===== src/rtl/spg_pkg.sv =====
// Package: shared constants, codes and types of the sink particle gravity block
`default_nettype none
package spg_pkg;
	localparam int NUM_SINKS_DEF = 8;

	localparam int CMD_W    = 2;
	localparam int IDX_IN_W = 3;
	localparam int POS_W    = 32;
	localparam int MASS_W   = 32;
	localparam int ACC_W    = 48;
	localparam int ACT_W    = 4;
	localparam int CFG_AW   = 4;
	localparam int CFG_DW   = 32;

	localparam logic [CFG_DW-1:0] GRAV_RST  = 32'd65536;
	localparam logic [CFG_DW-1:0] PMASS_RST = 32'd65536;
	localparam logic [ACT_W-1:0]  ACT_RST   = 4'd0;

	localparam int DIST_W = POS_W + 1;
	localparam int SQ_W   = 2 * DIST_W;
	localparam int ROOT_W = 34;
	localparam int DEN_W  = SQ_W + ROOT_W;
	localparam int GM_W   = 2 * MASS_W;
	localparam int NUM_W  = GM_W + DIST_W;
	localparam int MAG_W  = ACC_W;
	localparam int LANES  = 6;

	localparam int HALF_W = 34;
	localparam int MUL_W  = 2 * HALF_W;
	localparam int PROD_W = 2 * MUL_W;

	typedef enum logic [CMD_W-1:0] {
		CMD_LOAD = 2'd0,
		CMD_PART = 2'd1,
		CMD_READ = 2'd2
	} cmd_t;

	typedef enum logic [1:0] {
		REG_GRAV   = 2'd0,
		REG_PMASS  = 2'd1,
		REG_ACTIVE = 2'd2
	} reg_idx_t;

	typedef struct packed {
		logic [CFG_DW-1:0] grav;
		logic [CFG_DW-1:0] pmass;
		logic [ACT_W-1:0]  active;
	} cfg_t;

	typedef struct packed {
		logic [POS_W-1:0]  px;
		logic [POS_W-1:0]  py;
		logic [POS_W-1:0]  pz;
		logic [MASS_W-1:0] w;
		logic [MASS_W-1:0] r;
	} sink_t;

	typedef logic [2:0][ACC_W-1:0]       acc3_t;
	typedef logic [LANES-1:0][NUM_W-1:0] num_arr_t;
	typedef logic [LANES-1:0][MAG_W-1:0] mag_arr_t;
endpackage
`default_nettype wire


===== src/rtl/spg_cfg.sv =====
// Configuration registers behind the APB-style port
`default_nettype none
module spg_cfg (
	input  wire logic                         clk,
	input  wire logic                         arst_n,
	input  wire logic                         psel,
	input  wire logic                         penable,
	input  wire logic                         pwrite,
	input  wire logic [spg_pkg::CFG_AW-1:0]   paddr,
	input  wire logic [spg_pkg::CFG_DW-1:0]   pwdata,
	output logic      [spg_pkg::CFG_DW-1:0]   prdata,
	output logic                              pready,
	output spg_pkg::cfg_t                     cfg
);
	spg_pkg::reg_idx_t sel;
	spg_pkg::cfg_t     cfg_q;

	assign sel    = spg_pkg::reg_idx_t'(paddr[3:2]);
	assign pready = 1'b1;
	assign cfg    = cfg_q;

	always_ff @(posedge clk or negedge arst_n) begin
		if (!arst_n) begin
			cfg_q.grav   <= spg_pkg::GRAV_RST;
			cfg_q.pmass  <= spg_pkg::PMASS_RST;
			cfg_q.active <= spg_pkg::ACT_RST;
		end else if (psel && penable && pwrite) begin
			case (sel)
				spg_pkg::REG_GRAV:   cfg_q.grav   <= pwdata;
				spg_pkg::REG_PMASS:  cfg_q.pmass  <= pwdata;
				spg_pkg::REG_ACTIVE: cfg_q.active <= pwdata[spg_pkg::ACT_W-1:0];
				default: ;
			endcase
		end
	end

	always_comb begin
		case (sel)
			spg_pkg::REG_GRAV:   prdata = cfg_q.grav;
			spg_pkg::REG_PMASS:  prdata = cfg_q.pmass;
			spg_pkg::REG_ACTIVE: prdata = spg_pkg::CFG_DW'(cfg_q.active);
			default:             prdata = '0;
		endcase
	end
endmodule
`default_nettype wire


===== config.mk =====
export PLATFORM = sky130hd
export DESIGN_NAME = spg_cfg
export DESIGN_NICKNAME = d
export VERILOG_FILES = /design/src/rtl/spg_pkg.sv /design/src/rtl/spg_cfg.sv
export SDC_FILE = /design/constraint.sdc
export NUM_CORES = 1
export LEC_CHECK = 0
export BUFFER_PORTS_ARGS = -buffer_cell sky130_fd_sc_hd__buf_2
export CORE_ASPECT_RATIO = 0.6
export CORE_MARGIN = 2
export CORE_UTILIZATION = 51
export DETAILED_ROUTE_END_ITERATION = 7
export GPL_TIMING_DRIVEN = 0
export MAX_ROUTING_LAYER = met4
export PLACE_DENSITY = 0.95
export SLEW_MARGIN = 20
export SYNTH_ARGS = -nofsm -noshare
export SYNTH_HDL_FRONTEND = slang
export SYNTH_SLANG_ARGS = --single-unit

===== constraint.sdc =====
create_clock -name clk -period 2.4 [get_ports clk]
set_input_delay 0.36 -clock clk [delete_from_list [all_inputs] [get_ports clk]]
set_output_delay 0.36 -clock clk [all_outputs]
set_load 0.01 [all_outputs]

# Word-level counts from Yosys, hierarchy flattened
# Cells that the tools add are included.
[totals]
memories = 0
input_bits = 41
wordCells = 12
output_inout_bits = 101
mem_bits_ro = 0
latch_bits = 0
regBits = 68
ram_bits = 0
[op_classes]
n_div = 0
n_reduce_logical = 6
bitwise = 0
add_sub_neg = 0
shifts = 0
n_mul = 0
magnitude_cmp = 0
n_eq_ne = 2
n_mux = 1
[ops]
columns = ["op", "n"]
rows = [
  ["$pmux W32 S3", 1],
  ["$reduce_and A2 Y1", 3],
  ["$eq A2 B1 Y1 const B", 1],
  ["$eq A2 B2 Y1 const B", 1],
  ["$logic_and A1 B1 Y1", 2],
  ["$logic_not A2 Y1", 1],
]

# Depth between registers and ports, before layout
[depth]
depth_word = 3
ltp_mapped = 5
mapped_depth_nobuf = 3

# Worst setup path before layout
# Ideal clock, no wire load.
[synth_timing]
path_kind = "input to register"
startpoint = "input port paddr[3] (netlist bit)"
endpoint = "register cfg_q (netlist bit cfg[10])"
setup_time_ps = 125
t_arrival_ps = 1426
n_path_buf = 3
path_slack_ps = 849
required_time_ps = 2275
stages = 5
cell_sequence = "buf_2 -> or3b_1 -> buf_2 -> buf_6 -> mux2_4"
[synth_via]
elab_chain_cells = 2
[synth_rtl]
columns = ["element", "line_no", "rtl"]
rows = [
  ["start: declaration", "spg_cfg.sv:9", "input wire logic [spg_pkg::CFG_AW-1:0] paddr,"],
  ["$eq A2 B1 Y1", "spg_cfg.sv:28", "case (sel)"],
  ["$reduce_and A2 Y1 (no source line)", "n/a", ""],
  ["end: declaration", "spg_cfg.sv:16", "spg_pkg::cfg_t cfg_q;"],
]
# Every way passes these cells.
# A chain may end at the register's enable or synchronous reset.

# Worst setup path after layout
[layout_timing]
startpoint = "input port paddr[2] (netlist bit)"
endpoint = "output port prdata[3] (netlist bit)"
[layout_via]
elab_chain_cells = 2
word_cells_on_any_way = 4
classes_between = "2 x eq/ne; 1 x mux; 1 x reduce/logical"
[layout_rtl]
columns = ["element", "line_no", "rtl"]
rows = [
  ["$eq A2 B2 Y1 (tied with other cells)", "spg_cfg.sv:38", "case (sel)"],
  ["$pmux W32 S3 (*)", "spg_cfg.sv:38", ""],
  ["end: declaration", "spg_cfg.sv:11", "output logic [spg_pkg::CFG_DW-1:0] prdata,"],
]
# Every way passes the cells marked *; elsewhere a longest branch is shown, timed or not.

==> metrics <==
final setup violating endpoints=0; area of the die=6910 um2; RSZ-0062 raised after global routing=false; via density per instance=5.08; Total Negative Setup Slacks=0 ns; total vias in the final route=2357; count of yosys warnings during synthesis=0; Peak VDD IR=0.431 mV; highest cell delay on the worst timing path=0.33 ns; #FFs+latches synth=68; count of endpoints failing hold in the final timing report=0; type of element launching the critical path=input pin; gr usage total=0.233; Worst Reg-to-Reg Cells=1; worst path arrival time=1.32 ns; number of top-level pins=142; total power of the final layout=3580 uW; Hold Buf Count CTS=1; Max Fanout on Critical Path=10; sort of element at the end of the critical path=primary output; port buffer count=136; worst-path cell with the longest stage delay=sky130_fd_sc_hd__buf_2; minimum period implied by the final worst setup slack=1.68 ns; CP required=2.04 ns; Post-route DRC=0; category of the critical setup timing path=in -> out; syn_area_per_cell=14.1 um2; startpoint of the worst register-to-register path=cfg[64]$_DFFE_PN0P_; CTS clk-pin slew, worst paths=0.07 ns; cell count after synthesis=226; register cell area after layout=1700 um2; Detailed Route WL=7680 um; worst min-delay path class=in -> reg; total grt overflow=0; chip width=106 um; Fin Clk Skew=0 ns; Rel. slew slack=0.530; standby leakage power=0.00230 uW; largest net degree at the start of global routing=40; synthesized netlist net count=267; Routed WL per cell=16.6 um; max FFs per register=68; filler instances=484; capture instance of the worst register-to-register path=cfg[64]$_DFFE_PN0P_; clock tree from TritonCTS=done; gp weighted congestion=0.784; Worst path most repeated cell=sky130_fd_sc_hd__buf_2; slack of the worst reg-to-reg path=1.60 ns; area added between synthesis and finish=31.1%; Nets=416; post-route fraction of the period consumed by the critical path=0.699; post-synthesis cell type count=19; Core Footprint=6080 um2; antenna fix cells=0; area occupied by multi-input gates=1380 um2; number of placement rows=22; number of max-cap violations=0; highest achievable clock rate=0.597 GHz; Netlist Area Pre-Place=3180 um2; count of final max-slew check failures=0; post-synthesis sequential area ratio=0.535; Max clock buf depth=2; DR pass1 iterations=4; fraction of layout instances using a drive strength above 1=0.611; global-route wire length before repair=11900 um; starting utilization of the core area=0.523; clock root cell=sky130_fd_sc_hd__clkbuf_8; termination of the worst setup path=prdata[3]; H-tree levels=3; iteration-0 DRC count of the detailed router=59; slew at the pin closest to its max-slew limit=0.704 ns; cell area reported after detailed placement=3990 um2; post-layout instance area=4180 um2; Worst-Skew Late Latency=0.33 ns; CTS Sinks=68; number of cells upsized or downsized after cts=0; Pwr per Cell Area=858 nW/um2; number of global-route vias before repair=2409; outcome=complete, no violations; cell chain of the critical path=buf_4 -> buf_2 -> mux2i_1 -> o21ai_0 -> buf_2; TritonCTS Buffers=9; floorplan die height=65.2 um; half-perimeter wire length after placement=5840 um; total setup buffers inserted after CTS=0; antenna violations before repair=0; start point of the critical path=paddr[2]; ANT nets after route=0
-- synth_stat cells, drive strengths merged --
| master | n | area share |
|---|---|---|
| nor3 | 1 | 0.0031 |
| or3b | 1 | 0.0028 |
| buf | 13 | 0.028 |
| mux2i | 32 | 0.10 |
| nor2 | 28 | 0.033 |
| o21ai | 4 | 0.0063 |
| dfstp | 2 | 0.017 |
| dfrtp | 66 | 0.52 |
| conb | 1 | 0.0012 |
| nor3b | 1 | 0.0024 |
| nor2b | 1 | 0.0020 |
| clkbuf | 3 | 0.0035 |
| nand3 | 1 | 0.0016 |
| mux2 | 68 | 0.28 |
| nand2 | 4 | 0.0047 |
-- stage by stage --
step / std cells / setup WS (ns) / hold WS, ns / util
finish: 464 / 0.724 / 0.262 / 0.686
global route: 464 / 0.621 / 0.253 / 0.686
CTS: 464 / 0.709 / 0.256 / 0.686
detailed placement: 447 / 0.614 / 0.314 / 0.656
global placement: 446 / 0.654 / 0.492 / 0.653
floorplan: 226 / 0.849 / 0.0644 / -
-- layout make-up --
cell class | count | area share
sequential | 68 | 0.408
timing repair buffer | 138 | 0.171
multi-input combinational | 142 | 0.331
clock inverter | 2 | 0.00240
clock buffer | 14 | 0.0390
buffer | 16 | 0.0240
tap | 84 | 0.0252
-- power by group --
part	internal [uW]	leakage, uW	switching, uW	total, uW
Sequential	1420	0.000830	219	1640
Combinational	598	0.00138	512	1110
Clock	430	0.0000905	404	834
Total	2450	0.00230	1140	3580
-- layout by cell type (no fill, tap or decap) --
master                          synthesis  layout
sky130_fd_sc_hd__dfrtp_1               66      66
sky130_fd_sc_hd__o21ai_0                4       4
sky130_fd_sc_hd__buf_4                  2       3
sky130_fd_sc_hd__or3b_1                 1       1
sky130_fd_sc_hd__mux2_4                30      30
sky130_fd_sc_hd__clkbuf_8               0      11
sky130_fd_sc_hd__nor3_2                 1       1
sky130_fd_sc_hd__nor2b_1                1       1
sky130_fd_sc_hd__nor2_1                28      28
sky130_fd_sc_hd__mux2_2                36      36
sky130_fd_sc_hd__conb_1                 1       1
sky130_fd_sc_hd__mux2_1                 2       2
sky130_fd_sc_hd__nand2_1                4       4
sky130_fd_sc_hd__clkbuf_1               3       6
sky130_fd_sc_hd__mux2i_1               32      32
sky130_fd_sc_hd__buf_6                  3       3
sky130_fd_sc_hd__nor3b_1                1       1
sky130_fd_sc_hd__buf_2                  8     143
sky130_fd_sc_hd__nand3_1                1       1
sky130_fd_sc_hd__dfstp_2                2       2
sky130_fd_sc_hd__buf_12                 0       1
sky130_fd_sc_hd__clkinv_2               0       2
sky130_fd_sc_hd__dlygate4sd3_1          0       1
-- per-layer routing --
metal,GRT usage,vias up,wire [um],part of all wire
met3,0.0675,7,463,0.060
met5,-,-,0,0
met2,0.380,102,3550,0.46
met1,0.298,1166,3610,0.47
li1,-,1082,-,-
met4,0.0411,0,56,0.0073
-- logic make-up (layout without fill, tap and decap cells) --
group                  after synthesis  count (layout)  share of synthesized area
and+or+nand+nor                     37              37                     0.0495
muxes                              100             100                      0.376
AOI/OAI and AO/OA                    4               4                    0.00629
DFF                                 68              68                      0.535
buffers and inverters               16             170                     0.0314
other                                1               1                    0.00118
-- critical path, delay by kind of cell --
family	cells	cell delay, ns
muxes	1	0.22
AOI/OAI and AO/OA	1	0.08
buffers and inverters	3	0.64
-- worst min-delay path by stage --
stage | startpoint | end | slack [ns] | cells after the start
floorplan | arst_n | cfg[0]$_DFFE_PN0P_ | 0.06 | 0
global route | pwdata[29] | cfg[33]$_DFFE_PN0P_ | 0.25 | 2
finish | pwdata[28] | cfg[64]$_DFFE_PN0P_ | 0.26 | 2
CTS | pwdata[28] | cfg[64]$_DFFE_PN0P_ | 0.26 | 2
global placement | cfg[57]$_DFFE_PN0P_ | cfg[57]$_DFFE_PN0P_ | 0.49 | 1
detailed placement | arst_n | cfg[22]$_DFFE_PN0P_ | 0.31 | 1
Power figures use the tool's default switching activity.
