### config.mk
export PLATFORM = sky130hd
export DESIGN_NAME = spg_mul
export DESIGN_NICKNAME = d
export VERILOG_FILES = /design/src/rtl/spg_pkg.sv /design/src/rtl/spg_mul.sv
export SDC_FILE = /design/constraint.sdc
export NUM_CORES = 2
export LEC_CHECK = 0
export BUFFER_PORTS_ARGS = -buffer_cell sky130_fd_sc_hd__buf_2
export CAP_MARGIN = 20
export CORE_MARGIN = 2
export CORE_UTILIZATION = 65
export DETAILED_ROUTE_END_ITERATION = 6
export GPL_TIMING_DRIVEN = 0
export HOLD_SLACK_MARGIN = 0.05
export PLACE_DENSITY = 0.79
export SYNTH_ARGS = -nofsm -noshare
export SYNTH_HDL_FRONTEND = slang
export SYNTH_SLANG_ARGS = --single-unit
### constraint.sdc
create_clock -name clk -period 11.4 [get_ports clk]
set_input_delay 2.28 -clock clk [delete_from_list [all_inputs] [get_ports clk]]
set_output_delay 2.28 -clock clk [all_outputs]
set_load 0.1 [all_outputs]
### src/rtl/spg_pkg.sv
// Package: shared constants, codes and types of the sink particle gravity block
`default_nettype none
package spg_pkg;
	localparam int NUM_SINKS_DEF = 8;

	localparam int CMD_W    = 2;
	localparam int IDX_IN_W = 3;
	localparam int POS_W    = 32;
	localparam int MASS_W   = 32;
	localparam int ACC_W    = 48;
	localparam int ACT_W    = 4;
	localparam int CFG_AW   = 4;
	localparam int CFG_DW   = 32;

	localparam logic [CFG_DW-1:0] GRAV_RST  = 32'd65536;
	localparam logic [CFG_DW-1:0] PMASS_RST = 32'd65536;
	localparam logic [ACT_W-1:0]  ACT_RST   = 4'd0;

	localparam int DIST_W = POS_W + 1;
	localparam int SQ_W   = 2 * DIST_W;
	localparam int ROOT_W = 34;
	localparam int DEN_W  = SQ_W + ROOT_W;
	localparam int GM_W   = 2 * MASS_W;
	localparam int NUM_W  = GM_W + DIST_W;
	localparam int MAG_W  = ACC_W;
	localparam int LANES  = 6;

	localparam int HALF_W = 34;
	localparam int MUL_W  = 2 * HALF_W;
	localparam int PROD_W = 2 * MUL_W;

	typedef enum logic [CMD_W-1:0] {
		CMD_LOAD = 2'd0,
		CMD_PART = 2'd1,
		CMD_READ = 2'd2
	} cmd_t;

	typedef enum logic [1:0] {
		REG_GRAV   = 2'd0,
		REG_PMASS  = 2'd1,
		REG_ACTIVE = 2'd2
	} reg_idx_t;

	typedef struct packed {
		logic [CFG_DW-1:0] grav;
		logic [CFG_DW-1:0] pmass;
		logic [ACT_W-1:0]  active;
	} cfg_t;

	typedef struct packed {
		logic [POS_W-1:0]  px;
		logic [POS_W-1:0]  py;
		logic [POS_W-1:0]  pz;
		logic [MASS_W-1:0] w;
		logic [MASS_W-1:0] r;
	} sink_t;

	typedef logic [2:0][ACC_W-1:0]       acc3_t;
	typedef logic [LANES-1:0][NUM_W-1:0] num_arr_t;
	typedef logic [LANES-1:0][MAG_W-1:0] mag_arr_t;
endpackage
`default_nettype wire

### src/rtl/spg_mul.sv
// Multicycle unsigned multiplier, four 34x34 partial products
`default_nettype none
module spg_mul (
	input  wire logic                        clk,
	input  wire logic                        arst_n,
	input  wire logic                        start,
	input  wire logic [spg_pkg::MUL_W-1:0]   a,
	input  wire logic [spg_pkg::MUL_W-1:0]   b,
	output logic                             done,
	output logic [spg_pkg::PROD_W-1:0]       p
);
	localparam int HW = spg_pkg::HALF_W;

	logic [spg_pkg::MUL_W-1:0]  a_q, b_q;
	logic [1:0]                 cnt_q;
	logic                       busy_q, done_q;
	logic [HW-1:0]              a_ch, b_ch;
	logic [2*HW-1:0]            pp_s1;
	logic [1:0]                 sh_s1;
	logic                       pv_s1, last_s1;
	logic [spg_pkg::PROD_W-1:0] acc_q;

	assign a_ch = cnt_q[1] ? a_q[2*HW-1:HW] : a_q[HW-1:0];
	assign b_ch = cnt_q[0] ? b_q[2*HW-1:HW] : b_q[HW-1:0];
	assign done = done_q;
	assign p    = acc_q;

	always_ff @(posedge clk or negedge arst_n) begin
		if (!arst_n) begin
			busy_q  <= 1'b0;
			cnt_q   <= '0;
			pv_s1   <= 1'b0;
			last_s1 <= 1'b0;
			done_q  <= 1'b0;
		end else begin
			done_q  <= pv_s1 && last_s1;
			pv_s1   <= busy_q;
			last_s1 <= busy_q && (cnt_q == 2'd3);
			if (start) begin
				busy_q <= 1'b1;
				cnt_q  <= '0;
			end else if (busy_q) begin
				cnt_q <= cnt_q + 2'd1;
				if (cnt_q == 2'd3)
					busy_q <= 1'b0;
			end
		end
	end

	always_ff @(posedge clk) begin
		if (start) begin
			a_q   <= a;
			b_q   <= b;
			acc_q <= '0;
		end else if (pv_s1) begin
			case (sh_s1)
				2'd0:    acc_q <= acc_q + spg_pkg::PROD_W'(pp_s1);
				2'd1:    acc_q <= acc_q + (spg_pkg::PROD_W'(pp_s1) << HW);
				default: acc_q <= acc_q + (spg_pkg::PROD_W'(pp_s1) << (2 * HW));
			endcase
		end
		pp_s1 <= a_ch * b_ch;
		sh_s1 <= {1'b0, cnt_q[1]} + {1'b0, cnt_q[0]};
	end
endmodule
`default_nettype wire

; ---- Yosys cells after proc, flatten, opt, wreduce, memory -nomap -nowiden
; Cells that the tools add are included.
; Widths: inputs -> output; s select.
[totals]
inputBits = 139
out_inout_bits = 137
elab_cells = 30
ff_bits = 348
[op_classes]
n_addsub = 5
multipliers = 1
eq_ne = 2
n_reduce_logical = 4
mux = 8
[ops]
columns = op, count
row1 = $pmux 136 s2, 1
row2 = $add 136x102->136, 1
row3 = $add 136x136->136, 1
row4 = $add 136x68->136, 1
row5 = $mul 34x34->68, 1
row6 = $mux 34, 2
row7 = $mux 2, 2
row8 = $mux 1, 3
row9 = $add 1x1->2, 1
row10 = $add 2x1->2 const B, 1
row11 = $eq 2x1->1 const B, 1
row12 = $eq 2x2->1 const B, 1
row13 = $logic_and 1x1->1, 2
row14 = $logic_not 2->1, 1
row15 = $reduce_bool 2->1, 1

; ---- Logic depth before layout (Yosys ltp)
[depth]
ltp_word = 4
ltp_mapped = 35

; ---- Least setup slack after synthesis
; Ideal clock, no wire load.
[synth_path]
path_type = reg2reg
start = register cnt_q[1]
end = register pp_s1[64]
n_path_buf = 3
setup_ns = 0.120
path_stages_with_launch = 33
path_slack_ns = 2.314
required_ns = 11.280
arrival_ns = 8.966
path_cell_list = dfrtp_1 clkbuf_1 buf_1 buf_1 mux2i_1 nor2_1 fa_1 inv_1 fa_1 inv_1 fa_1 inv_1 fa_1 fa_1 inv_1 fa_1 fa_1 inv_1 fa_1 inv_1 ha_1 a21o_1 o21bai_1 a21o_1 a21oi_1 o221ai_1 a31oi_1 nor2_1 a41o_1 a311oi_1 o41ai_1 a311o_1 xor2_1
[synth_via]
elab_chain_len = 2
[synth_lines]
columns = item, line
row1 = start: declaration, spg_mul.sv:15  ; logic [1:0] cnt_q;
row2 = start signal: assignment, spg_mul.sv:43  ; cnt_q <= cnt_q + 2'd1;
row3 = $mux 34, spg_mul.sv:23  ; assign a_ch = cnt_q[1] ? a_q[2*HW-1:HW] : a_q[HW-1:0];
row4 = $mul 34x34->68, spg_mul.sv:62  ; pp_s1 <= a_ch * b_ch;
row5 = end signal: assignment, spg_mul.sv:62
row6 = end: declaration, spg_mul.sv:18  ; logic [2*HW-1:0] pp_s1;
; No other way between the ends.
; A chain may end at the register's enable or synchronous reset.

; ---- Worst setup path after layout
[layout_path]
start = register cnt_q[1]
end = register pp_s1[67]
; The elaborated chain is that of the path after synthesis.

==> results <==
- The pre-antenna-repair detailed-routing pass consisted of 7 iterations.
- The cell count after synthesis came out at 7,402.
- The number of sinks handled by clock tree synthesis is 348.
- In this run the horizontal extent of the chip is 314.9 µm.
- The floorplan step defined a core boundary enclosing 0.09628 mm².
- The flow ran to the end, but the final reports show violations.
- The initial standard-cell utilization of the core is 65.24%.
- The worst setup path is captured at a flop.
- The minimum period implied by the final worst setup slack is 11.37 ns.
- The area growth from synthesis to layout is 8.623%.
- The worst setup path is launched from a flop.
- The detailed router finished its first iteration with 9,405 violations.
- The final RePlAce weighted congestion is 1.164.
- The proportion of synthesized flip-flops having asynchronous set or reset is 1.724%.
- The routed wirelength normalized by instance count is 31.27 µm.
- After legalization and detailed placement, the total HPWL measured 223,500 µm.
- The die height is 314.9 µm.
- The H-tree was split into 2 levels.
- The first-pass GRT wire length is 403,000 µm.
- Ranked by total cell area, the synthesized netlist is headed by fa_1, ha_1, inv_1.
- The number of global-route vias before repair was 61,700.
- The worst path uses 99.77% of the clock period.
- The final layout contains 9,425 nets.
- The clock latency of the later-clocked register in the worst-skew pair is 0.70 ns.
- TritonCTS built the clock tree.
- After detailed routing, the number of remaining DRC violations is 440.
- The post-synthesis register bit count is 348.
- The clock passes through at most 3 buffers.
- At the pin with the least slew margin, the transition time is 1.381 ns.
- The count of distinct cell types in the synthesized netlist is 98.
- The total count of hold-check failures in the final report is 0.
- The top cell type by total area after synthesis is fa_1.
- The checks that failed: design-rule violations.
- Timing would allow up to 87.92 MHz.
- At the worst endpoint, the required time is 11.99 ns.
- The number of gates given a new drive strength after cts is 7.
- The global-route usage over all layers is 56.84%.
- Counting every net in the synthesized netlist gives 9,052.
- The startpoint-to-endpoint class of the critical path is reg2reg.
- The area taken by flip-flops and latches is 0.008358 mm².
- The proportion of layout cells with a drive suffix above 1 is 7.696%.
- The number of buffers added for setup after CTS is 0.
- The post-synthesis instance area is 0.06281 mm².
- The synthesis warning total is 0.
- The count of filler cells inserted in the layout is 7,183.
- The initial antenna violation count was 9.
- The pin count of the biggest net entering global routing is 99.
- The most numerous cell type found on the critical path is fa_1.
- The aggregate global routing overflow is 0.
- The detailed-route via count is 62,300.
- The overall die area is 0.09914 mm².
- The flip-flop cell with the highest count after synthesis is dfxtp_1.
- The floorplan has 114 rows.
- Yosys instantiated no cell more often than inv_1.
- The biggest fanout along the worst timing path is 10.
- The number of flops mapped to enable cells by yosys is 136.
- The post-synthesis sequential area ratio is 13.31%.
- The area of combinational cells with multiple inputs is 0.04883 mm².
- On the critical path the largest part of the delay comes from adder cells.
- The cell with the largest stage delay on the worst path is clkbuf_1.
- In this run, post-CTS hold repair placed 0 buffers.
- The ratio of routed vias to standard cells is 6.848.
- The number of port buffers is 275.
- After clock tree synthesis, the clock-pin slew on the worst setup and hold paths is 0.07 ns.
- The number of violations of the max-capacitance limit is 0.
- The class of the most critical hold timing path is reg2reg.
- Once detail routing completed, the nets flagged for antenna violations numbered 0.
- TritonCTS created 44 clock buffers.
- Across the routed clock network, the largest skew measured is 0.04709 ns.
- The commonest cells after synthesis are inv_1, fa_1, nand2_1.
- The final setup violation count is 0.
- The maximum cell stage delay along the critical path is 0.74 ns.
- The number of pins with negative max-slew slack in the final report was 0.
- The number of I/O pins is 276.
- The worst pin sits at a relative slew slack of 7.962%.
- The average instance area after synthesis is 8.486 µm².
- Across all hold checks on the routed design, the worst slack comes to 0.4815 ns.
- The sum of buffers and inverters on the critical path is 11.
- The critical path data arrival time is 11.96 ns.
- The clock root buffer is clkbuf_16.
- The routed wire length is 284,500 µm.
- In this run the biggest area consumer among cell types represents 32.60% of the synthesized area.
-- cells in the final DEF (no fill, tap or decap), types with 22 or more instances in the layout --
| cell | netlist | final |
|---|---|---|
| xor2_1 | 99 | 99 |
| nor4_1 | 36 | 35 |
| a21oi_1 | 431 | 431 |
| nand2_1 | 1008 | 1008 |
| nor2_1 | 780 | 780 |
| a31oi_1 | 57 | 56 |
| and2_1 | 36 | 36 |
| a211oi_1 | 43 | 43 |
| clkbuf_2 | 1 | 22 |
| o31ai_1 | 22 | 22 |
| a21o_1 | 158 | 158 |
| o21ai_0 | 231 | 231 |
| dfxtp_1 | 206 | 206 |
| or3_1 | 25 | 25 |
| nor2b_1 | 30 | 30 |
| fa_1 | 1023 | 1023 |
| nand3_1 | 94 | 94 |
| nand2b_1 | 25 | 25 |
| a221oi_1 | 24 | 24 |
| o21bai_1 | 61 | 61 |
| nor3_1 | 64 | 64 |
| edfxtp_1 | 136 | 136 |
| mux2i_1 | 74 | 53 |
| nand4_1 | 105 | 105 |
| and3_1 | 57 | 57 |
| o21a_1 | 36 | 36 |
| ha_1 | 488 | 488 |
| clkbuf_1 | 327 | 309 |
| xnor2_1 | 166 | 166 |
| buf_8 | 1 | 25 |
| mux2_2 | 68 | 68 |
| clkbuf_16 | 0 | 45 |
| buf_2 | 27 | 302 |
| inv_1 | 1129 | 1129 |
-- tightest hold or removal path: stages, from the launching register on --
cell and delay [ns]:
dfxtp_1 0.33, nand2_1 0.06, a21oi_1 0.05
-- state kept, by name, summed over array words and instances (netlist names) --
name and cells:
p 136, a_q 68, b_q 68, pp_s1 68
cnt_q 2, sh_s1 2, busy_q 1, done 1
last_s1 1, pv_s1 1
-- area by class of cell --
type / count / area share [%]
multi-input cells: 5541 / 71.57
flip-flops and latches: 348 / 12.25
inverters: 1131 / 6.222
repair buffers: 331 / 2.978
well taps: 1276 / 2.340
plain buffers: 378 / 2.212
clock buffers: 52 / 1.718
clock inverters: 28 / 0.6657
diodes: 13 / 0.04768
-- cells by family after synthesis --
group / count (synthesis) / share of synthesized area [%]
flip-flops: 348 / 13.31
adder cells (fa/ha/maj): 1511 / 42.33
buffers and inverters: 1513 / 9.127
AND/OR/NAND/NOR: 2320 / 15.83
multiplexers: 142 / 2.398
XOR/XNOR: 265 / 3.695
AO/OA/AOI/OAI: 1303 / 13.31
-- through the flow --
step	utilization (%)	cells	setup TNS (ns)	setup WS (ns)	area [µm²]
after floorplan	-	7402	0	2.314	62810
after global placement	68.33	8953	-8.418	-1.020	65780
after detailed placement	68.86	8994	-0.1825	-0.1245	66300
after CTS	70.57	9073	0	0.04683	67940
after global routing	70.83	9085	-0.003110	-0.003110	68200
final	70.86	9098	0	0.02598	68230
-- per-layer routing --
| layer | GRT usage, % | wire length (µm) |
|---|---|---|
| met5 | 2.031 | 310 |
| met4 | 56.05 | 37350 |
| met3 | 25.24 | 45910 |
| met2 | 80.32 | 113500 |
| met1 | 62.60 | 87450 |
-- worst paths after layout --
kind | startpoint | endpoint | slack [ns] | cells after the start
setup / recovery | cnt_q[1]$_DFFE_PN0P_ | pp_s1[67]$_DFF_P_ | 0.03 | 34
hold / removal | p[21]$_SDFFE_PP0P_ | p[21]$_SDFFE_PP0P_ | 0.48 | 2
setup reg to reg | cnt_q[1]$_DFFE_PN0P_ | pp_s1[67]$_DFF_P_ | 0.03 | 34
hold reg to reg | p[21]$_SDFFE_PP0P_ | p[21]$_SDFFE_PP0P_ | 0.48 | 2
max in group asynchronous | arst_n | busy_q$_DFF_PN0_ | 9.71 | 1
min in group asynchronous | arst_n | cnt_q[0]$_DFFE_PN0P_ | 1.45 | 1
Power is not shown: default switching activity piles up to over one toggle a cycle in this logic, so the estimate is an artifact.
