### src/rtl/spg_pkg.sv
// Package: shared constants, codes and types of the sink particle gravity block
`default_nettype none
package spg_pkg;
	localparam int NUM_SINKS_DEF = 8;

	localparam int CMD_W    = 2;
	localparam int IDX_IN_W = 3;
	localparam int POS_W    = 32;
	localparam int MASS_W   = 32;
	localparam int ACC_W    = 48;
	localparam int ACT_W    = 4;
	localparam int CFG_AW   = 4;
	localparam int CFG_DW   = 32;

	localparam logic [CFG_DW-1:0] GRAV_RST  = 32'd65536;
	localparam logic [CFG_DW-1:0] PMASS_RST = 32'd65536;
	localparam logic [ACT_W-1:0]  ACT_RST   = 4'd0;

	localparam int DIST_W = POS_W + 1;
	localparam int SQ_W   = 2 * DIST_W;
	localparam int ROOT_W = 34;
	localparam int DEN_W  = SQ_W + ROOT_W;
	localparam int GM_W   = 2 * MASS_W;
	localparam int NUM_W  = GM_W + DIST_W;
	localparam int MAG_W  = ACC_W;
	localparam int LANES  = 6;

	localparam int HALF_W = 34;
	localparam int MUL_W  = 2 * HALF_W;
	localparam int PROD_W = 2 * MUL_W;

	typedef enum logic [CMD_W-1:0] {
		CMD_LOAD = 2'd0,
		CMD_PART = 2'd1,
		CMD_READ = 2'd2
	} cmd_t;

	typedef enum logic [1:0] {
		REG_GRAV   = 2'd0,
		REG_PMASS  = 2'd1,
		REG_ACTIVE = 2'd2
	} reg_idx_t;

	typedef struct packed {
		logic [CFG_DW-1:0] grav;
		logic [CFG_DW-1:0] pmass;
		logic [ACT_W-1:0]  active;
	} cfg_t;

	typedef struct packed {
		logic [POS_W-1:0]  px;
		logic [POS_W-1:0]  py;
		logic [POS_W-1:0]  pz;
		logic [MASS_W-1:0] w;
		logic [MASS_W-1:0] r;
	} sink_t;

	typedef logic [2:0][ACC_W-1:0]       acc3_t;
	typedef logic [LANES-1:0][NUM_W-1:0] num_arr_t;
	typedef logic [LANES-1:0][MAG_W-1:0] mag_arr_t;
endpackage
`default_nettype wire

### src/rtl/spg_sqrt.sv
// Iterative integer square root, one result bit per cycle
`default_nettype none
module spg_sqrt (
	input  wire logic                        clk,
	input  wire logic                        arst_n,
	input  wire logic                        start,
	input  wire logic [spg_pkg::SQ_W-1:0]    radicand,
	output logic                             done,
	output logic [spg_pkg::ROOT_W-1:0]       root
);
	localparam int OP_W  = spg_pkg::SQ_W + 2;
	localparam int CNT_W = $clog2(spg_pkg::ROOT_W + 1);

	logic [OP_W-1:0]  op_q, res_q, one_q, trial;
	logic [CNT_W-1:0] cnt_q;
	logic             busy_q, done_q;

	assign trial = res_q + one_q;
	assign done  = done_q;
	assign root  = res_q[spg_pkg::ROOT_W-1:0];

	always_ff @(posedge clk or negedge arst_n) begin
		if (!arst_n) begin
			busy_q <= 1'b0;
			done_q <= 1'b0;
			cnt_q  <= '0;
		end else begin
			done_q <= 1'b0;
			if (start) begin
				busy_q <= 1'b1;
				cnt_q  <= CNT_W'(spg_pkg::ROOT_W - 1);
			end else if (busy_q) begin
				if (cnt_q == '0) begin
					busy_q <= 1'b0;
					done_q <= 1'b1;
				end else begin
					cnt_q <= cnt_q - CNT_W'(1);
				end
			end
		end
	end

	always_ff @(posedge clk) begin
		if (start) begin
			op_q  <= OP_W'(radicand);
			res_q <= '0;
			one_q <= OP_W'(1) << (OP_W - 2);
		end else if (busy_q) begin
			if (op_q >= trial) begin
				op_q  <= op_q - trial;
				res_q <= (res_q >> 1) + one_q;
			end else begin
				res_q <= res_q >> 1;
			end
			one_q <= one_q >> 2;
		end
	end
endmodule
`default_nettype wire

### config.mk
export PLATFORM = sky130hd
export DESIGN_NAME = spg_sqrt
export DESIGN_NICKNAME = d
export VERILOG_FILES = /design/src/rtl/spg_pkg.sv /design/src/rtl/spg_sqrt.sv
export SDC_FILE = /design/constraint.sdc
export NUM_CORES = 1
export LEC_CHECK = 0
export BUFFER_PORTS_ARGS = -buffer_cell sky130_fd_sc_hd__buf_2
export CORE_MARGIN = 1.5
export CORE_UTILIZATION = 40
export DETAILED_ROUTE_END_ITERATION = 7
export GPL_ROUTABILITY_DRIVEN = 0
export PLACE_DENSITY = 0.68
export SYNTH_ARGS = -nofsm -noshare
export SYNTH_HDL_FRONTEND = slang
export SYNTH_SLANG_ARGS = --single-unit
### constraint.sdc
create_clock -name clk -period 10.1 [get_ports clk]
set_clock_uncertainty 0.15 [all_clocks]
set_input_delay 1.01 -clock clk [delete_from_list [all_inputs] [get_ports clk]]
set_output_delay 1.01 -clock clk [all_outputs]
set_load 0.01 [all_outputs]
**Word level (Yosys, flattened, before mapping)**

Cells that the tools add are included.
Widths: inputs -> output; s select.

- Add/subtract/negate cells: 4
- $mul: 0
- Div/mod/pow operators: 0
- $lt $le $gt $ge: 1
- Equality and inequality tests: 1
- Shifts and indexed selects: 0
- Multiplexer cells: 13
- Bitwise gates (word level): 0
- Reductions and logical operators: 6

Operators by type and width:

| operator | number |
|---|---|
| $mux 66 | 3 |
| $add 67x67->68 | 1 |
| $add 68x67->68 | 1 |
| $ge 68x68->1 | 1 |
| $mux 68 | 1 |
| $sub 68x68->68 | 1 |
| $mux 6 | 3 |
| $logic_not 6->1 | 1 |
| $mux 1 | 6 |
| $reduce_and 2->1 | 3 |
| $sub 6x1->6 const B | 1 |
| $reduce_bool 2->1 | 2 |
| $ne 2x2->1 const B | 1 |

- Register bits: 178
- Bits in latches: 0
- Memory bits (writable): 0
- Bits in read-only memories: 0
- Input port bits: 69
- Output and inout bits: 35
- Memories kept: 0

**Logic depth before layout (Yosys ltp)**

Gate-level depths: netlist of run 1.

- Depth after elaboration: 5
- Depth in mapped cells: 26

**Least setup slack after synthesis of run 1**

OpenSTA, ideal clock, no wires.

- Path kind: register to register
- Start: register res_q[2]
- End: register op_q[0], enable pin
- Setup time: 0.426 ns
- Arrival time: 5.793 ns
- Required time: 9.524 ns
- Path slack: 3.732 ns
- Stages on the path, launching flop included: 24
- Path buffers: 2
- Cell sequence: dfxtp_1 > ha_1 > a31o_2 > a31oi_1 > o21bai_1 > a211o_1 > a21bo_2 > a31oi_4 > o21ai_2 > a21o_1 > a21oi_1 > xor2_1 > ha_1 > clkbuf_1 > nand4_1 > nor2_1 > nand3b_1 > o21bai_1 > a21oi_1 > a21oi_1 > o21a_1 > buf_6 > nand2_1 > nand2_1

- Longest elaborated chain between the ends: 4

RTL lines:

| item | line | text |
|---|---|---|
| start: declaration | spg_sqrt.sv:14 | `logic [OP_W-1:0] op_q, res_q, one_q, trial;` |
| start signal: assignment | spg_sqrt.sv:51 | `res_q <= (res_q >> 1) + one_q;` |
| start signal: assignment | spg_sqrt.sv:53 | `res_q <= res_q >> 1;` |
| $add 68x67->68 | spg_sqrt.sv:18 | `assign trial = res_q + one_q;` |
| $ge 68x68->1 | spg_sqrt.sv:49 | `if (op_q >= trial) begin` |
| $reduce_bool 2->1 (no source line) | - |  |
| $reduce_and 2->1 (no source line) | - |  |
| end signal: assignment | spg_sqrt.sv:45 | `op_q <= OP_W'(radicand);` |
| end signal: assignment | spg_sqrt.sv:50 | `op_q <= op_q - trial;` |
| end: declaration | spg_sqrt.sv:14 |  |

No other way between the ends.
A chain may end at the register's enable or synchronous reset.

**Final worst setup path of run 1**

- Start: register res_q[0]
- End: register op_q[5], enable pin

Same word-level chain as after synthesis.

==> results of run 1 <==
==> worst max path at each step <==
stage	from	to	depth (start not counted)
after CTS	res_q[0]	op_q[12]	24
after detailed placement	res_q[0]	op_q[2]	24
after floorplan	res_q[2]	op_q[0]	23
after global routing	res_q[0]	op_q[5]	24
final	res_q[0]	op_q[5]	24
after global placement	res_q[0]	op_q[2]	24
==> registers in the layout (all words and copies together), names as in the netlist <==
| name | flops |
|---|---|
| one_q | 34 |
| op_q | 68 |
| res_q | 68 |
| cnt_q | 6 |
| done | 1 |
| busy_q | 1 |
==> layer usage <==
| metal | vias up | wire, um | GRT usage |
|---|---|---|---|
| met4 | 0 | 1220 | 0.0710 |
| met3 | 85 | 3790 | 0.0496 |
| met1 | 7558 | 21800 | 0.296 |
| li1 | 7728 | - | - |
| met5 | - | 0 | 0 |
| met2 | 634 | 22800 | 0.370 |
==> logic make-up after synthesis <==
kind of cell | Yosys count
adders and majority gates | 141
xor gates and xnor gates | 179
and+or+nand+nor | 700
buffers and inverters | 203
AOI/OAI and AO/OA | 682
DFF | 178
muxes | 48
==> cell type report <==
cell class / instances / area [um2] / area share
Multi-Input combinational cell: 1750 / 11400 / 0.643
Sequential cell: 178 / 4270 / 0.241
Tap cell: 532 / 666 / 0.0376
Timing Repair Buffer: 113 / 597 / 0.0337
Clock buffer: 22 / 495 / 0.0280
Inverter: 52 / 195 / 0.0110
Clock inverter: 9 / 88.8 / 0.00502
==> cell usage in the layout, fill, tap and decap left out, drive strengths merged, types with 6 or more instances in the layout <==
master,netlist,routed
nor2b,20,20
nand2,283,283
a311oi,11,11
nand3,38,38
o21ai,217,217
clkbuf,84,22
o21bai,35,35
and3,25,25
a221oi,7,7
ha,140,140
dfrtp,8,8
and2,13,13
a21o,48,48
or3,14,14
a31oi,73,73
mux2i,46,46
o211ai,10,10
a21boi,15,15
nor3,35,35
nor4,9,9
xor2,68,68
and4,8,8
a211oi,15,15
a21oi,157,157
nand4,57,57
nand2b,6,6
xnor2,111,111
nor2,169,169
inv,52,58
o31ai,20,20
a31o,18,18
edfxtp,66,66
dfxtp,104,104
buf,63,113
o21a,11,11
==> power breakdown <==
| group | switching (mW) | internal, mW | total, mW | leakage (nW) |
|---|---|---|---|---|
| sequential | 0.178 | 1.04 | 1.22 | 1.61 |
| combinational | 1.91 | 1.12 | 3.03 | 5.09 |
| clock | 0.315 | 0.375 | 0.691 | 0.290 |
| total | 2.40 | 2.54 | 4.94 | 6.99 |
==> critical path, cell delays in order (launching register included) <==
cell	delay, ps
dfxtp_1	330
ha_1	220
ha_1	210
a21oi_1	290
o31ai_1	170
a211oi_1	790
o21ai_0	370
a21boi_0	510
nand2_1	110
a22o_1	250
a21oi_1	170
nor2b_1	70
xnor2_1	120
ha_1	390
nand4_1	170
nor2_1	180
nand3b_1	140
nor2_1	130
o31ai_1	110
a21oi_1	330
o21a_2	180
buf_4	500
nand2_1	290
nand2_2	140
buf_4	640
==> flow_summary_export.csv, run 1 <==
group,metric,value,unit
setup_path,reg2reg_from,"res_q[0]",
setup_path,start_kind,"register",
yosys,synthCells,2131,
cells_and_area,syn2layout_area_growth,5.96,%
global_routing,track_usage,0.226,
setup_path,worst_ep_arrival_time,7450,ps
place,dpl_worst_slack,2780,ps
global_routing,grt_max_degree,67,
clock_tree,cts_hold_buf,0,
yosys,synth_top_area_share,0.125,
timing,slew_viol_final,0,
place,dp_hpwl,37500,um
routing,drt-total-wl,49600,um
floorplanning,die_h,207,um
power_and_ir_drop,p_leak,6.99,nW
setup_path,rrSetupSlack,2590,ps
floorplanning,dieArea,43000,um2
yosys,netlist_area,16700,um2
global_routing,grt-ovfl-total,0,
status,status,"finished, violations left",
cells_and_area,fin_util,0.431,
place,placed_cell_area,17100,um2
timing,hold_viol,0,
timing,maxSlewHeadroom,0.234,
floorplanning,start_util,0.407,
setup_path,rr_worst_depth,24,
routing,drt_iter0_drc,1343,
routing,drt_first_pass_iters,8,
yosys,yosys.cell_types.count,97,
setup_path,end_kind,"register",
yosys,ys_ff_latch,178,
timing,whs,235,ps
timing,worst_pin_slew,1120,ps
yosys,synthXorXnorAreaFrac,0.0939,
timing,max_freq,133,MHz
yosys,ys_warn_count,0,
yosys,synthAdderAreaFrac,0.106,
timing,period_minus_slack,7510,ps
cells_and_area,finalNonFillerCells,2656,
setup_path,crit_required,10040,ps
floorplanning,die-width,207,um
timing,setup_tns,0,ps
yosys,yosys.area_share.simple,0.193,
yosys,avgSynthCellArea,7.84,um2
clock_tree,root_buffer,"clkbuf_16",
clock_tree,clk_path_buf_depth,2,
power_and_ir_drop,power,4.94,mW
timing,period_share,0.744,
clock_tree,clkTransAtPathRegs,70,ps
yosys,synth_compound_area_frac,0.258,
yosys,synth_edf_count,66,
routing,drt-vias-per-instance,6.03,
cells_and_area,fin_area,17700,um2
place,io_buffer_count,103,
power_and_ir_drop,peakVddDrop,0.000190,V
routing,drc,12,
setup_path,crit_fanout,66,
yosys,synth_largest_area_cell,"dfxtp_1",
yosys,synth_flop_cell,"dfxtp_1",
routing,vias,16000,
yosys,synth_top_family_by_area,"compound AO/OA/AOI/OAI gates",
yosys,seq_area_frac_synth,0.255,
clock_tree,htree_levels,4,
cells_and_area,layout.nets,2322,
timing,rsz0062_at_grt,"no",
yosys,synthMuxAreaShare,0.0289,
clock_tree,clk_latency,470,ps
cells_and_area,n_fill_cell,4099,
clock_tree,cts_tree,"done",
setup_path,r2r-end,"op_q[5]",
power_and_ir_drop,cellPowerDensity,279,nW/um2
routing,wire_per_inst,18.7,um
yosys,yosysMostFrequentCell,"nand2_1",
floorplanning,io-pin-count,104,
min_path,hold_path_class,"input pin to asynchronous set/reset pin",
cells_and_area,n_antenna_cell,0,
clock_tree,numCtsBuffers,17,
global_routing,grt_pass1_vias,14900,
yosys,yosys-top-cells-area,"dfxtp_1 12%, edfxtp_1 12%, ha_1 10%",
yosys,async_flop_share,0.0449,
timing,finalSetupViolCount,0,
status,violations,"DRC",
global_routing,antenna_found_initial,0,
yosys,ys_top_cells_by_count,"283 x nand2_1, 206 x o21ai_0, 169 x nor2_1, 155 x a21oi_1, 140 x ha_1",
floorplanning,core_area,41000,um2
global_routing,grt_first_pass_wirelength,78900,um
place,dp_cells,2625,
floorplanning,num_rows,74,
clock_tree,numClockSinks,178,
routing,drtAntennaViolNets,0,
clock_tree,post-cts-setup-buffers,0,
timing,fin_ws,2590,ps
setup_path,worstSetupPathType,"register to register",
clock_tree,ctsResizeCount,0,
yosys,syn_nets,2341,
flow_run,maxCapViolCount,0,
cells_and_area,post_route_cells_drive_above_1_share,0.0951,
Power figures use the tool's default switching activity.
==> run 2, diff against run 1 <==
==> constraint.sdc (replaced) <==
create_clock -name clk -period 7.4 [get_ports clk]
set_clock_uncertainty 0.15 [all_clocks]
set_input_delay 0.74 -clock clk [delete_from_list [all_inputs] [get_ports clk]]
set_output_delay 0.74 -clock clk [all_outputs]
set_load 0.01 [all_outputs]
==> run 2 against run 1 <==
  * The flow still finishes with violations (DRC)
  * Highest routed layer unchanged
  * Hold slack better by 120 ps
  * Register-to-register slack lost 1900 ps
  * Combinational power grew 38%
  * Sequential share of layout area decreased by 0.11 points
  * Via count decreased by 0.90%
  * Design area up 0.47%
  * Total power is 37% higher
  * Die area stayed put
  * Core utilization up 0.20 points
  * Critical path depth down 1
  * Critical path type unchanged
==> flow_summary_export.csv, run 2 (same netlist as run 1, synthesis figures left out) <==
group,metric,value,unit
cells_and_area,layout_commonest_cell,"nand2_1",
timing,max_freq,150,MHz
global_routing,track_usage,0.227,
floorplanning,io-pin-count,104,
clock_tree,post-cts-setup-buffers,0,
timing,rsz0062_at_grt,"no",
setup_path,crit_required,7590,ps
power_and_ir_drop,swShare,0.480,
global_routing,grt_first_pass_wirelength,79900,um
power_and_ir_drop,peakVddDrop,0.000248,V
power_and_ir_drop,p_sw,3.26,mW
routing,drtAntennaViolNets,0,
cells_and_area,n_antenna_cell,0,
routing,drt_first_pass_iters,8,
status,violations,"DRC",
place,dpl_worst_slack,912,ps
timing,worst_pin_slew,1250,ps
clock_tree,clk_path_buf_depth,2,
timing,hold_viol,0,
flow_run,maxCapViolCount,0,
setup_path,worstSetupPathType,"register to register",
clock_tree,numCtsBuffers,17,
power_and_ir_drop,p_leak,7.04,nW
cells_and_area,syn2layout_area_growth,6.47,%
timing,period_share,0.903,
setup_path,path_common_cell,"nor2_1",
place,io_buffer_count,103,
clock_tree,clk_latency,460,ps
cells_and_area,final_cell_mix,"282 x nand2_1, 206 x o21ai_0, 168 x nor2_1, 155 x a21oi_1, 140 x ha_1",
setup_path,cp_cell_sequence,"ha_1, a31oi_1, o31ai_1, a211oi_1, o21ai_0, a21boi_0, nand2_1, a22o_1, a21oi_1, nor2b_1, xnor2_1, ha_1, nand4_1, nor2_1, nand3b_1, nor2_1, o31ai_1, a21oi_1, o21a_2, buf_4, mux2_2, mux2i_1, nor2_1",
power_and_ir_drop,seq_power_share,0.244,
min_path,hold_path_class,"register to register",
place,dp_hpwl,37700,um
timing,slew_viol_final,0,
routing,drt-vias-per-instance,5.95,
routing,drt-total-wl,49600,um
timing,period_minus_slack,6680,ps
cells_and_area,n_fill_cell,4117,
floorplanning,dieArea,43000,um2
setup_path,worst_ep_arrival_time,6870,ps
status,status,"finished, violations left",
global_routing,antenna_found_initial,0,
cells_and_area,multi_input_area,11400,um2
global_routing,grt_pass1_vias,15100,
cells_and_area,reg_top3,"op_q (68), res_q (68), one_q (34)",
clock_tree,htree_levels,4,
floorplanning,start_util,0.407,
floorplanning,core_area,41000,um2
cells_and_area,layout.nets,2329,
power_and_ir_drop,p_int,3.53,mW
clock_tree,cts_tree,"done",
floorplanning,die_h,207,um
clock_tree,numClockSinks,178,
setup_path,start_kind,"register",
routing,drt_iter0_drc,1329,
clock_tree,clkTransAtPathRegs,70,ps
timing,setup_tns,0,ps
cells_and_area,seq_area,4270,um2
timing,maxSlewHeadroom,0.166,
power_and_ir_drop,combPwrFrac,0.618,
routing,wire_per_inst,18.6,um
global_routing,grt-ovfl-total,0,
power_and_ir_drop,cellPowerDensity,382,nW/um2
global_routing,grt_max_degree,60,
setup_path,end_kind,"register",
setup_path,critPathSlowestCell,"a211oi_1",
routing,vias,15900,
timing,finalSetupViolCount,0,
timing,fin_ws,719,ps
floorplanning,die-width,207,um
setup_path,crit_fanout,47,
routing,drc,2,
floorplanning,num_rows,74,
setup_path,slowest_delay,770,ps
cells_and_area,post_route_cells_drive_above_1_share,0.0962,
clock_tree,root_buffer,"clkbuf_16",
power_and_ir_drop,pwr-share-clk,0.139,
## run 2: cell types whose count changed in the layout (fill, tap and decap cells not counted), moves of 2 or more
cell,delta
clkinv_2,+3
clkbuf_1,+4
clkbuf_8,-3
buf_4,+4
inv_4,-3
clkbuf_16,+2
buf_12,+2
## run 2: cell type report
type,count,area share
clock buffers,25,0.0292
clock inverters,7,0.00387
inverters,52,0.0110
multi-input cells,1750,0.640
flip-flops and latches,178,0.240
well taps,532,0.0374
repair buffers,120,0.0381
## run 2: power by group through the flow
stage | combinational, mW | sequential (mW) | clock (mW)
6_report | 4.19 | 1.65 | 0.942
3_5_place_dp | 4.09 | 1.66 | 0
4_1_cts | 4.12 | 1.65 | 0.960
2_1_floorplan | 3.28 | 1.55 | 0
5_1_grt | 4.62 | 1.68 | 0.997
3_3_place_gp | 4.02 | 1.66 | 0
## run 2: per-stage QoR
stage	instance area, um2	total power, mW	util	instances	hold WS (ps)
after floorplan	16700	4.83	-	2131	294
after global placement	17200	5.68	0.419	2631	314
after detailed placement	17200	5.75	0.419	2631	338
after CTS	17800	6.73	0.433	2664	347
after global routing	17800	7.30	0.433	2664	393
final	17800	6.78	0.433	2664	351
## run 2: timing repair
action                                  4_1_cts  5_1_grt
hold buffers                                  1        0
endpoints found under the setup margin        0        0
hold endpoints to repair                      8        0
resized for setup                             0        0
## run 2: worst paths after layout
kind	start	endpoint	slack, ps	cells past startpoint
hold / removal	res_q[0]	res_q[0]	350	2
min in group asynchronous	arst_n	done	510	2
setup / recovery	res_q[6]	res_q[10]	720	23
setup reg to reg	res_q[6]	res_q[10]	720	23
max in group asynchronous	arst_n	busy_q	6390	2
hold reg to reg	res_q[0]	res_q[0]	350	2
## run 2: worst max-delay path, delay by kind of cell (launching register included)
family                     cells  cell delay, ps
AOI/OAI and AO/OA             10            3060
muxes                          2             550
and+or+nand+nor                7             860
adders and majority gates      2             760
xor gates and xnor gates       1             130
DFF                            1             500
buffers and inverters          1             500
## run 2: layer usage
| metal | track usage | wire, um | part of all wire |
|---|---|---|---|
| met1 | 0.296 | 21500 | 0.43 |
| met2 | 0.371 | 23000 | 0.46 |
| met3 | 0.0531 | 3890 | 0.079 |
| met4 | 0.0728 | 1170 | 0.024 |
| met5 | 0 | 0 | 0 |
